### src/hdl/dtsf_pkg.sv
// Package for the two-hit diagonal seed filter.
// Holds the shared constants, register indexes and types; no dependencies.
`timescale 1ns / 1ps
`default_nettype none

package dtsf_pkg;

    localparam int POS_BITS      = 11;
    localparam int LEN_W         = POS_BITS + 1;
    localparam int MAX_DIAGONALS = 4096;
    localparam int ADDR_W        = $clog2(MAX_DIAGONALS);
    localparam int CALC_W        = (LEN_W > ADDR_W) ? LEN_W + 2 : ADDR_W + 2;
    localparam int GAP_W         = POS_BITS + 2;
    localparam int EPOCH_W       = 8;

    localparam int KMER_W   = 6;
    localparam int WINDOW_W = 11;
    localparam int QLEN_W   = 12;

    localparam int PADDR_W = 4;
    localparam int PDATA_W = 32;

    localparam logic [KMER_W-1:0]   KMER_RESET   = KMER_W'(12);
    localparam logic [WINDOW_W-1:0] WINDOW_RESET = WINDOW_W'(40);
    localparam logic [QLEN_W-1:0]   QLEN_RESET   = QLEN_W'(2048);

    localparam logic [1:0] REG_KMER_LENGTH  = 2'd0;
    localparam logic [1:0] REG_PAIR_WINDOW  = 2'd1;
    localparam logic [1:0] REG_QUERY_LENGTH = 2'd2;

    localparam logic ACT_HIT   = 1'b0;
    localparam logic ACT_BEGIN = 1'b1;

    localparam logic [EPOCH_W-1:0] EPOCH_FIRST = EPOCH_W'(1);
    localparam logic [EPOCH_W-1:0] EPOCH_LAST  = {EPOCH_W{1'b1}};

    typedef struct packed {
        logic [KMER_W-1:0]   kmer_length;
        logic [WINDOW_W-1:0] pair_window;
        logic [QLEN_W-1:0]   query_length;
    } cfg_t;

    typedef struct packed {
        logic [EPOCH_W-1:0]  epoch;
        logic                paired;
        logic [POS_BITS-1:0] last_tpos;
    } diag_entry_t;

    typedef enum logic {
        ST_CLEAR,
        ST_RUN
    } ctl_state_t;

endpackage

`default_nettype wire

### src/hdl/dtsf_cfg_regs.sv
// APB register file for the seed filter settings.
// Depends on dtsf_pkg for register indexes, reset values and cfg_t.
`timescale 1ns / 1ps
`default_nettype none

module dtsf_cfg_regs (
    input  wire logic                        clk,
    input  wire logic                        rst_n,
    input  wire logic                        psel,
    input  wire logic                        penable,
    input  wire logic                        pwrite,
    input  wire logic [dtsf_pkg::PADDR_W-1:0] paddr,
    input  wire logic [dtsf_pkg::PDATA_W-1:0] pwdata,
    output logic      [dtsf_pkg::PDATA_W-1:0] prdata,
    output logic                             pready,
    output dtsf_pkg::cfg_t                   cfg
);

    dtsf_pkg::cfg_t cfg_reg;
    logic [1:0]     reg_idx;
    logic           wr_en;

    assign reg_idx = paddr[3:2];
    assign wr_en   = psel && penable && pwrite;
    assign pready  = 1'b1;
    assign cfg     = cfg_reg;

    always_ff @(posedge clk or negedge rst_n)
    begin
        if (!rst_n)
        begin
            cfg_reg.kmer_length  <= dtsf_pkg::KMER_RESET;
            cfg_reg.pair_window  <= dtsf_pkg::WINDOW_RESET;
            cfg_reg.query_length <= dtsf_pkg::QLEN_RESET;
        end
        else if (wr_en)
        begin
            unique case (reg_idx)
                dtsf_pkg::REG_KMER_LENGTH:
                    cfg_reg.kmer_length <= pwdata[dtsf_pkg::KMER_W-1:0];
                dtsf_pkg::REG_PAIR_WINDOW:
                    cfg_reg.pair_window <= pwdata[dtsf_pkg::WINDOW_W-1:0];
                dtsf_pkg::REG_QUERY_LENGTH:
                    cfg_reg.query_length <= pwdata[dtsf_pkg::QLEN_W-1:0];
                default:
                begin
                end
            endcase
        end
    end

    always_comb
    begin
        unique case (reg_idx)
            dtsf_pkg::REG_KMER_LENGTH:
                prdata = dtsf_pkg::PDATA_W'(cfg_reg.kmer_length);
            dtsf_pkg::REG_PAIR_WINDOW:
                prdata = dtsf_pkg::PDATA_W'(cfg_reg.pair_window);
            dtsf_pkg::REG_QUERY_LENGTH:
                prdata = dtsf_pkg::PDATA_W'(cfg_reg.query_length);
            default:
                prdata = '0;
        endcase
    end

endmodule

`default_nettype wire

### config.mk
export PLATFORM = sky130hd
export DESIGN_NAME = dtsf_cfg_regs
export DESIGN_NICKNAME = d
export VERILOG_FILES = /design/src/hdl/dtsf_pkg.sv /design/src/hdl/dtsf_cfg_regs.sv
export SDC_FILE = /design/constraint.sdc
export NUM_CORES = 1
export LEC_CHECK = 0
export ABC_AREA = 1
export BUFFER_PORTS_ARGS = -buffer_cell sky130_fd_sc_hd__buf_2
export CORE_ASPECT_RATIO = 1.2
export CORE_UTILIZATION = 30
export DETAILED_ROUTE_END_ITERATION = 10
export SLEW_MARGIN = 0
export SYNTH_ARGS = -nofsm -noshare
export SYNTH_HDL_FRONTEND = slang
export SYNTH_SLANG_ARGS = --single-unit
### constraint.sdc
create_clock -name clk -period 1.45 [get_ports clk]
set_input_delay 0.2175 -clock clk [delete_from_list [all_inputs] [get_ports clk]]
set_output_delay 0.2175 -clock clk [all_outputs]
set_load 0.01 [all_outputs]
==> flow_metrics.tcl <==
set metrics [dict create \
    status "finished clean" \
    fmax_ghz 0.768 \
    yosys_warnings 0 \
    worst_clock_skew_ns 0 \
    die_h_um 79.2 \
    numCtsBuffers 5 \
    synth_area_sq_um 1490 \
    slew_headroom_pct 55.5 \
    drtIter0Drc 40 \
    arrival_ns 1.08 \
    synth-seq-area-share_pct 49.2 \
    irDropWorstVdd_v 0.000639 \
    worst_slack_ns 0.148 \
    hold_start "pwdata[11]" \
    grt_first_pass_wirelength_um 6100 \
    synth_seq_cells 29 \
    postPlaceCellArea_sq_um 1800 \
    largest_reg_flops 29 \
    num_rows 27 \
    dp_slack_ns 0.0794 \
    wl_per_cell_um 11.7 \
    drv_slew 0 \
    finish.instance_area_sq_um 1930 \
    endpoint_kind "output pin" \
    cts.repair.resized 0 \
    vias_per_cell 4.15 \
    p_clk_share_pct 33.0 \
    startpoint "cfg[25]" \
    pwr-share-seq_pct 43.0 \
    gpl.final_weighted_congestion 0.763 \
    setup_viol 0 \
    initial_core_util_pct 31.9 \
    drc_errors 0 \
    ant_nets 0 \
    coreArea_sq_um 4660 \
    grt_pass1_vias 1299 \
    clockBufferDepth 2 \
    layout-drive-gt1-share_pct 28.8 \
    reg2reg_from "cfg[15]" \
    clkLatencyLatePin_ns 0.27 \
    synth.distinct_cells 9 \
    p_leak_nw 1.18 \
    area_growth_pct 29.4 \
    p_per_area_nw_per_um2 1350 \
    grt_max_degree 30 \
    cts_tree "built" \
    nFillCells 535 \
    startpoint_type "flip-flop" \
    place.port_buffers 59 \
    rsz0062_at_grt "no" \
    pwr-share-comb_pct 24.0 \
    cap_violations 0 \
    post-route-util_pct 41.3 \
    p_int_mw 1.81 \
    crit_type "reg -> out" \
    drt_wl_total_um 3860 \
    period_minus_slack_ns 1.30 \
    switching_share_pct 30.4 \
    diodes 0 \
    fin_crit_sh_pct 89.8 \
    tightest_slew_ns 0.667 \
    cts_root_buf "clkbuf_8" \
    first_pass_iters 4 \
    path_clk_slew_ns 0.06 \
    cp_data_required_time_ns 1.23 \
    pin_count 103 \
    hold_class "in -> reg" \
    cts_num_sinks 29 \
    overflow 0 \
    die_w_um 66.3 \
    die-area_sq_um 5250 \
    syn_avg_cell_area_sq_um 7.30 \
    dp_hpwl_um 2740 \
    fin_setup_tns_ns 0 \
    nets 311 \
    antenna_found_initial 0 \
    h-tree-depth 2 \
    synth_cells 204 \
    track_usage_pct 16.2 \
    final-hold-violation-count 0 \
    worst-path-max-fanout 3 \
    vias 1364 \
    power_switching_mw 0.793 \
]
-- critical path, stage by stage, from the launching register on --
cell     delay [ns]
dfstp_2        0.55
nand2_1        0.05
nand3_1        0.08
buf_2          0.13
-- cell usage after synthesis --
cell / n / area share (%)
nor2_1: 6 / 1.5
buf_4: 23 / 12
dfrtp_1: 24 / 40
nand3_1: 7 / 2.4
conb_1: 2 / 0.50
dfstp_2: 5 / 8.8
inv_1: 6 / 1.5
nand2_1: 127 / 32
buf_2: 4 / 1.3
-- layout by cell type (no fill, tap or decap) --
| cell type | Yosys | final |
|---|---|---|
| buf_12 | 0 | 1 |
| buf_2 | 4 | 59 |
| buf_4 | 23 | 6 |
| bufinv_16 | 0 | 1 |
| clkbuf_1 | 0 | 1 |
| clkbuf_8 | 0 | 6 |
| conb_1 | 2 | 21 |
| dfrtp_1 | 24 | 24 |
| dfstp_2 | 5 | 5 |
| dlygate4sd3_1 | 0 | 1 |
| inv_1 | 6 | 6 |
| nand2_1 | 127 | 127 |
| nand3_1 | 7 | 7 |
| nor2_1 | 6 | 6 |
-- cells by family (layout without fill, tap and decap cells) --
family                 count (synthesis)  count (layout)  synth area share [%]
and+or+nand+nor                      140             140                  35.9
buffers and inverters                 33              81                  14.5
other                                  2              21                 0.504
DFF                                   29              29                  49.2
-- power by group through the flow --
stage	Clock [mW]	Sequential, mW	Combinational (mW)
4_1_cts	0.892	1.12	0.638
6_report	0.862	1.12	0.625
3_3_place_gp	0	1.13	0.624
3_5_place_dp	0	1.14	0.634
2_1_floorplan	0	1.21	0.283
5_1_grt	0.929	1.14	0.709
-- metrics by stage --
step                      power [mW]  hold slack, ns  cells
final                           2.61           0.131    329
after detailed placement        1.77           0.287    320
after CTS                       2.65           0.126    329
after floorplan                 1.49         -0.0781    223
after global routing            2.78           0.145    329
after global placement          1.75           0.284    320
-- cell type report --
class                           count  area (sq um)  area share [%]
Clock buffer                        7          86.3            4.48
Clock inverter                      1          30.0            1.56
Inverter                            6          22.5            1.17
Multi-Input combinational cell    161           613            31.8
Sequential cell                    29           732            38.0
Tap cell                           58          72.6            3.77
Timing Repair Buffer               67           370            19.2
-- final timing paths --
kind	endpoint	slack, ns	cells past startpoint
max	prdata[2]	0.15	3
min	cfg[11]	0.13	3
max reg2reg	cfg[15]	0.70	2
min reg2reg	cfg[11]	0.47	2
max in group asynchronous	cfg[4]	0.49	2
min in group asynchronous	cfg[18]	0.52	2
-- metal layers --
| layer | GRT usage [%] | vias to the layer above | wire length (um) |
|---|---|---|---|
| met5 | 0 | - | 0 |
| met4 | 5.74 | 0 | 57 |
| met3 | 4.74 | 6 | 251 |
| met2 | 28.5 | 53 | 1980 |
| li1 | - | 702 | - |
| met1 | 18.4 | 603 | 1580 |
-- repair_timing --
item,CTS,global route
buffers inserted,0,0
endpoints found under the hold margin,24,0
hold buffers,1,0
Note: power is estimated with default switching activity, not from simulation.
