--- src/hdl/dtsf_pkg.sv ---
// Package for the two-hit diagonal seed filter.
// Holds the shared constants, register indexes and types; no dependencies.
`timescale 1ns / 1ps
`default_nettype none

package dtsf_pkg;

    localparam int POS_BITS      = 11;
    localparam int LEN_W         = POS_BITS + 1;
    localparam int MAX_DIAGONALS = 4096;
    localparam int ADDR_W        = $clog2(MAX_DIAGONALS);
    localparam int CALC_W        = (LEN_W > ADDR_W) ? LEN_W + 2 : ADDR_W + 2;
    localparam int GAP_W         = POS_BITS + 2;
    localparam int EPOCH_W       = 8;

    localparam int KMER_W   = 6;
    localparam int WINDOW_W = 11;
    localparam int QLEN_W   = 12;

    localparam int PADDR_W = 4;
    localparam int PDATA_W = 32;

    localparam logic [KMER_W-1:0]   KMER_RESET   = KMER_W'(12);
    localparam logic [WINDOW_W-1:0] WINDOW_RESET = WINDOW_W'(40);
    localparam logic [QLEN_W-1:0]   QLEN_RESET   = QLEN_W'(2048);

    localparam logic [1:0] REG_KMER_LENGTH  = 2'd0;
    localparam logic [1:0] REG_PAIR_WINDOW  = 2'd1;
    localparam logic [1:0] REG_QUERY_LENGTH = 2'd2;

    localparam logic ACT_HIT   = 1'b0;
    localparam logic ACT_BEGIN = 1'b1;

    localparam logic [EPOCH_W-1:0] EPOCH_FIRST = EPOCH_W'(1);
    localparam logic [EPOCH_W-1:0] EPOCH_LAST  = {EPOCH_W{1'b1}};

    typedef struct packed {
        logic [KMER_W-1:0]   kmer_length;
        logic [WINDOW_W-1:0] pair_window;
        logic [QLEN_W-1:0]   query_length;
    } cfg_t;

    typedef struct packed {
        logic [EPOCH_W-1:0]  epoch;
        logic                paired;
        logic [POS_BITS-1:0] last_tpos;
    } diag_entry_t;

    typedef enum logic {
        ST_CLEAR,
        ST_RUN
    } ctl_state_t;

endpackage

`default_nettype wire

--- src/hdl/dtsf_hit_eval.sv ---
// Second-stage hit evaluation: overlap, pairing and midpoint seed.
// Depends on dtsf_pkg for widths, cfg_t and diag_entry_t.
`timescale 1ns / 1ps
`default_nettype none

module dtsf_hit_eval (
    input  wire dtsf_pkg::cfg_t               cfg,
    input  wire logic [dtsf_pkg::EPOCH_W-1:0] epoch,
    input  wire dtsf_pkg::diag_entry_t        entry,
    input  wire logic [dtsf_pkg::POS_BITS-1:0] qpos,
    input  wire logic [dtsf_pkg::POS_BITS-1:0] tpos,
    output logic                              do_write,
    output dtsf_pkg::diag_entry_t             new_entry,
    output logic                              emit,
    output logic      [dtsf_pkg::POS_BITS-1:0] seed_qpos,
    output logic      [dtsf_pkg::POS_BITS-1:0] seed_tpos
);

    logic                               seen;
    logic signed [dtsf_pkg::GAP_W-1:0]  gap;
    logic signed [dtsf_pkg::GAP_W-1:0]  kmer_ext;
    logic signed [dtsf_pkg::GAP_W-1:0]  window_ext;
    logic signed [dtsf_pkg::GAP_W-1:0]  half;
    logic signed [dtsf_pkg::GAP_W-1:0]  q_diff;
    logic signed [dtsf_pkg::GAP_W-1:0]  t_diff;
    logic                               overlap;
    logic                               in_window;

    assign seen       = (entry.epoch == epoch);
    assign gap        = $signed(dtsf_pkg::GAP_W'(tpos))
                      - $signed(dtsf_pkg::GAP_W'(entry.last_tpos));
    assign kmer_ext   = $signed(dtsf_pkg::GAP_W'(cfg.kmer_length));
    assign window_ext = $signed(dtsf_pkg::GAP_W'(cfg.pair_window));
    assign overlap    = seen && (gap < kmer_ext);
    assign in_window  = (gap <= window_ext);
    assign half       = gap >>> 1;
    assign q_diff     = $signed(dtsf_pkg::GAP_W'(qpos)) - half;
    assign t_diff     = $signed(dtsf_pkg::GAP_W'(tpos)) - half;

    always_comb
    begin
        do_write            = !overlap;
        emit                = 1'b0;
        new_entry.epoch     = epoch;
        new_entry.last_tpos = tpos;
        new_entry.paired    = 1'b0;
        if (seen && in_window)
        begin
            new_entry.paired = 1'b1;
            emit             = !overlap && !entry.paired;
        end
        seed_qpos = q_diff[dtsf_pkg::GAP_W-1] ? '0 : q_diff[dtsf_pkg::POS_BITS-1:0];
        seed_tpos = t_diff[dtsf_pkg::GAP_W-1] ? '0 : t_diff[dtsf_pkg::POS_BITS-1:0];
    end

endmodule

`default_nettype wire
--- config.mk ---
export PLATFORM = sky130hd
export DESIGN_NAME = dtsf_hit_eval
export DESIGN_NICKNAME = d
export VERILOG_FILES = /design/src/hdl/dtsf_pkg.sv /design/src/hdl/dtsf_hit_eval.sv
export SDC_FILE = /design/constraint.sdc
export NUM_CORES = 1
export LEC_CHECK = 0
export BUFFER_PORTS_ARGS = -buffer_cell sky130_fd_sc_hd__buf_2
export CAP_MARGIN = 15
export CORE_ASPECT_RATIO = 1.4
export CORE_UTILIZATION = 30
export DETAILED_ROUTE_END_ITERATION = 8
export SLEW_MARGIN = 10
export SYNTH_ARGS = -nofsm -noshare
export SYNTH_HDL_FRONTEND = slang
export SYNTH_SLANG_ARGS = --single-unit
--- constraint.sdc ---
create_clock -name vclk -period 5.5
set_clock_uncertainty 0.05 [all_clocks]
set_input_delay 0.55 -clock vclk [all_inputs]
set_output_delay 0.55 -clock vclk [all_outputs]
set_load 0.05 [all_outputs]
==> results.env <==
RESULT_OF_THE_RUN='complete, no violations'
IO-PIN-COUNT=123
SETUP_REPAIR_AFTER_GLOBAL_ROUTING_MISSED_ITS_MARGIN='false'
ITERATION_0_DRC_COUNT_OF_THE_DETAILED_ROUTER=122
DETAILEDPLACEMENTHPWL_UM=6117
DRT_PRE_ANTENNA_ITERS=4
AREA_DELTA_SYNTH_FINAL_PCT=22.63
FINALHOLDWORSTSLACK_NS=1.352
MAX_FREQ_GHz=0.1955
SYNTH_MOST_COMMON_CELL='inv_1'
DETAIL_ROUTE.VIAS_PER_CELL=4.989
SYNTHCELLS=340
NETLIST_TOP_CELLS_COUNT='inv_1 (49), ha_1 (48), nor2_1 (21)'
SYNTH_SIMPLE_GATE_AREA_SHARE_PCT=18.23
STD_CELL_ROWS=38
MAPPEDNETLISTNETS=470
ROUTE.VIAS.TOTAL=2654
LAYOUTNONFILLERINSTCOUNT=532
GP_CONGESTION=0.8497
WORST-ENDPOINT-ARRIVAL_NS=4.52
CRITPATHMAXFANOUT=10
FINALSETUPVIOLCOUNT=0
OVERFLOW=0
WORSTPATHREQUIRED_NS=4.90
FP.COREAREA_UM2=7845
NUMBER_OF_I_O_PORT_BUFFERS=111
DETAIL_ROUTE.DRC_VIOLATIONS=0
FINAL_LAYOUT_SIZE_SUFFIX_GT1_SHARE_PCT=30.56
SYNTHESIS.AREA_UM2=2471
GLOBAL_ROUTE_WIRE_LENGTH_BEFORE_REPAIR_UM=11500
SETUP_TNS_FINAL_NS=0
SYN_AREA_PER_CELL_UM2=7.268
REMAINING_MAX_SLEW_BUDGET_AT_THE_TIGHTEST_PIN_PCT=60.68
FIRST_GLOBAL_VIAS=2671
SYNTH_MUX_AREA_SHARE_PCT=0
FIN_NETS=564
FINALMAXSLEWVIOLATIONS=0
ANTENNA_CELLS=0
HOLD_BUFFERS=0
POWER-PER-CELL-AREA_nW_PER_UM2=285.4
TIGHTESTPINTRANSITION_NS=0.5872
SEQUENTIAL_CELL_AREA_UM2=0
CRIT_PATH_START_KIND='input pin'
FINALCRITPERIODSHARE_PCT=93.02
FP.DIEW_UM=78.71
MAXCAPVIOLATIONS=0
DIE_AREA_UM2=8609
DRT-WIRELENGTH-PER-CELL_UM=13.04
DIE_H_UM=109.4
SYNTHDOMINANTCELLAREASHARE_PCT=24.30
YS.WARNINGS.COUNT=0
NETLIST.TOP_CELL.BY_AREA='ha_1'
DP_CELLS=532
ENDPOINT_KIND='primary output'
SYNTH_AREA_LEADERS='ha_1 (24%), inv_1 (7.4%), xnor2_1 (7.1%)'
SYNTH-XOR-AREA-SHARE_PCT=10.94
POSTROUTEWIRELENGTH_UM=6937
POST-ROUTE-WORST-SETUP-SLACK_NS=0.3837
HOLDCRITPATHCLASS='input pin to primary output'
LAYOUT.SEQUENTIAL_CELLS=0
SYNTH_ADDER_AREA_SHARE_PCT=28.00
CLKBUF_COUNT=0
INITIAL_UTILIZATION_PCT=31.50
SYNTH-SEQ-AREA-SHARE_PCT=0
MIN_PERIOD_NS=5.116
VDD_IR_DROP_MAX_mV=0.2394
FINAL_ANTENNA_NET_COUNT=0
TIMING_WORST_SETUP_PATH_TYPE='input pin to primary output'
COMBINATIONAL_FAMILY_WITH_THE_MOST_AREA_AFTER_SYNTHESIS='compound AO/OA/AOI/OAI gates'
MAXIMUM_NUMBER_OF_PINS_ON_ONE_NET_BEFORE_GLOBAL_ROUTE_REPAIR=14
P_LEAK_nW=1.613
FINALHOLDVIOLCOUNT=0
GRT_ANTENNA_BEFORE_REPAIR=0
SYNTH_COMPOUND_AREA_SHARE_PCT=28.71
PRE_CTS_SLACK_NS=0.3753
YOSYS.CELL_TYPES.COUNT=52
GRT_USE_TOTAL_PCT=16.17
-- placed cells by master, fill, tap and decap left out, drive strengths merged, types with 2 or more instances in the layout --
master     n
nand2     15
nor2      21
a31oi      3
inv       49
buf      115
o31a       2
xor2       9
xnor2     21
nor2b      7
o21ai     14
nand2b     3
a21o       9
and3       3
a311oi    12
nor3      10
maj3       3
o31ai      3
o41ai      2
nand4      5
and4       3
a21boi     2
o2111ai    2
fa         3
a31o       2
a2111o     2
a21oi     20
ha        48
o211ai     3
and2       2
nand3     10
or2        5
o21a       9
or3        2
a211oi     5
nor3b      2
-- per-stage QoR --
step	total power [mW]	util (%)	area (um^2)
after floorplan	0.6794	-	2471
after global placement	0.8490	38.45	3017
after detailed placement	0.8619	38.45	3017
after CTS	0.8656	38.45	3017
after global routing	0.9464	38.63	3030
final	0.8649	38.63	3030
-- layer usage --
| layer | part of all wire (%) | vias up | global-route usage (%) | routed length, um |
|---|---|---|---|---|
| met2 | 53 | 72 | 32.42 | 3656 |
| met1 | 42 | 1183 | 18.61 | 2932 |
| met5 | 0 | - | 0 | 0 |
| met4 | 2.2 | 0 | 3.439 | 151 |
| li1 | - | 1387 | - | - |
| met3 | 2.8 | 12 | 0.4979 | 197 |
-- final timing paths --
check	start	to	slack (ns)	depth (start not counted)
worst max-delay path	tpos[0]	seed_qpos[1]	0.38	18
worst min-delay path	tpos[0]	new_entry[0]	1.35	2
-- power by group --
part / switching [mW] / internal (mW) / total (mW)
clock: 0 / 0 / 0
sequential: 0 / 0 / 0
combinational: 0.578 / 0.286 / 0.865
total: 0.578 / 0.286 / 0.865
-- worst max-delay path: stages --
cell and delay, ns:
buf_2 0.10, inv_1 0.07, ha_1 0.17, inv_1 0.06, fa_1 0.39, a21oi_1 0.25
o211ai_1 0.14, nor2_1 0.12, xnor2_1 0.21, inv_1 0.13, ha_1 0.35, and3_1 0.17
a21oi_1 0.16, a31oi_1 0.18, a2111o_1 0.51, a31o_2 0.33, a311oi_1 0.30, buf_2 0.31
-- repair_timing --
| action | CTS | global route |
|---|---|---|
| setup endpoints to repair | 0 | 4 |
| buffers inserted | 0 | 0 |
| hold endpoints to repair | 0 | 0 |
| resized for setup | 0 | 2 |
-- cells by family (layout without fill, tap and decap cells) --
group                      Yosys count  count (layout)
adders and majority gates           54              54
AOI/OAI and AO/OA                   96              96
buffers and inverters               72             164
and+or+nand+nor                     88              88
xor gates and xnor gates            30              30
-- cell type report --
type,count,area [um^2]
multi-input combinational,268,2136
fill,872,4815
inverter,49,183.9
tap,100,125.1
timing repair buffer,115,585.6
Note: power is estimated with default switching activity, not from simulation.
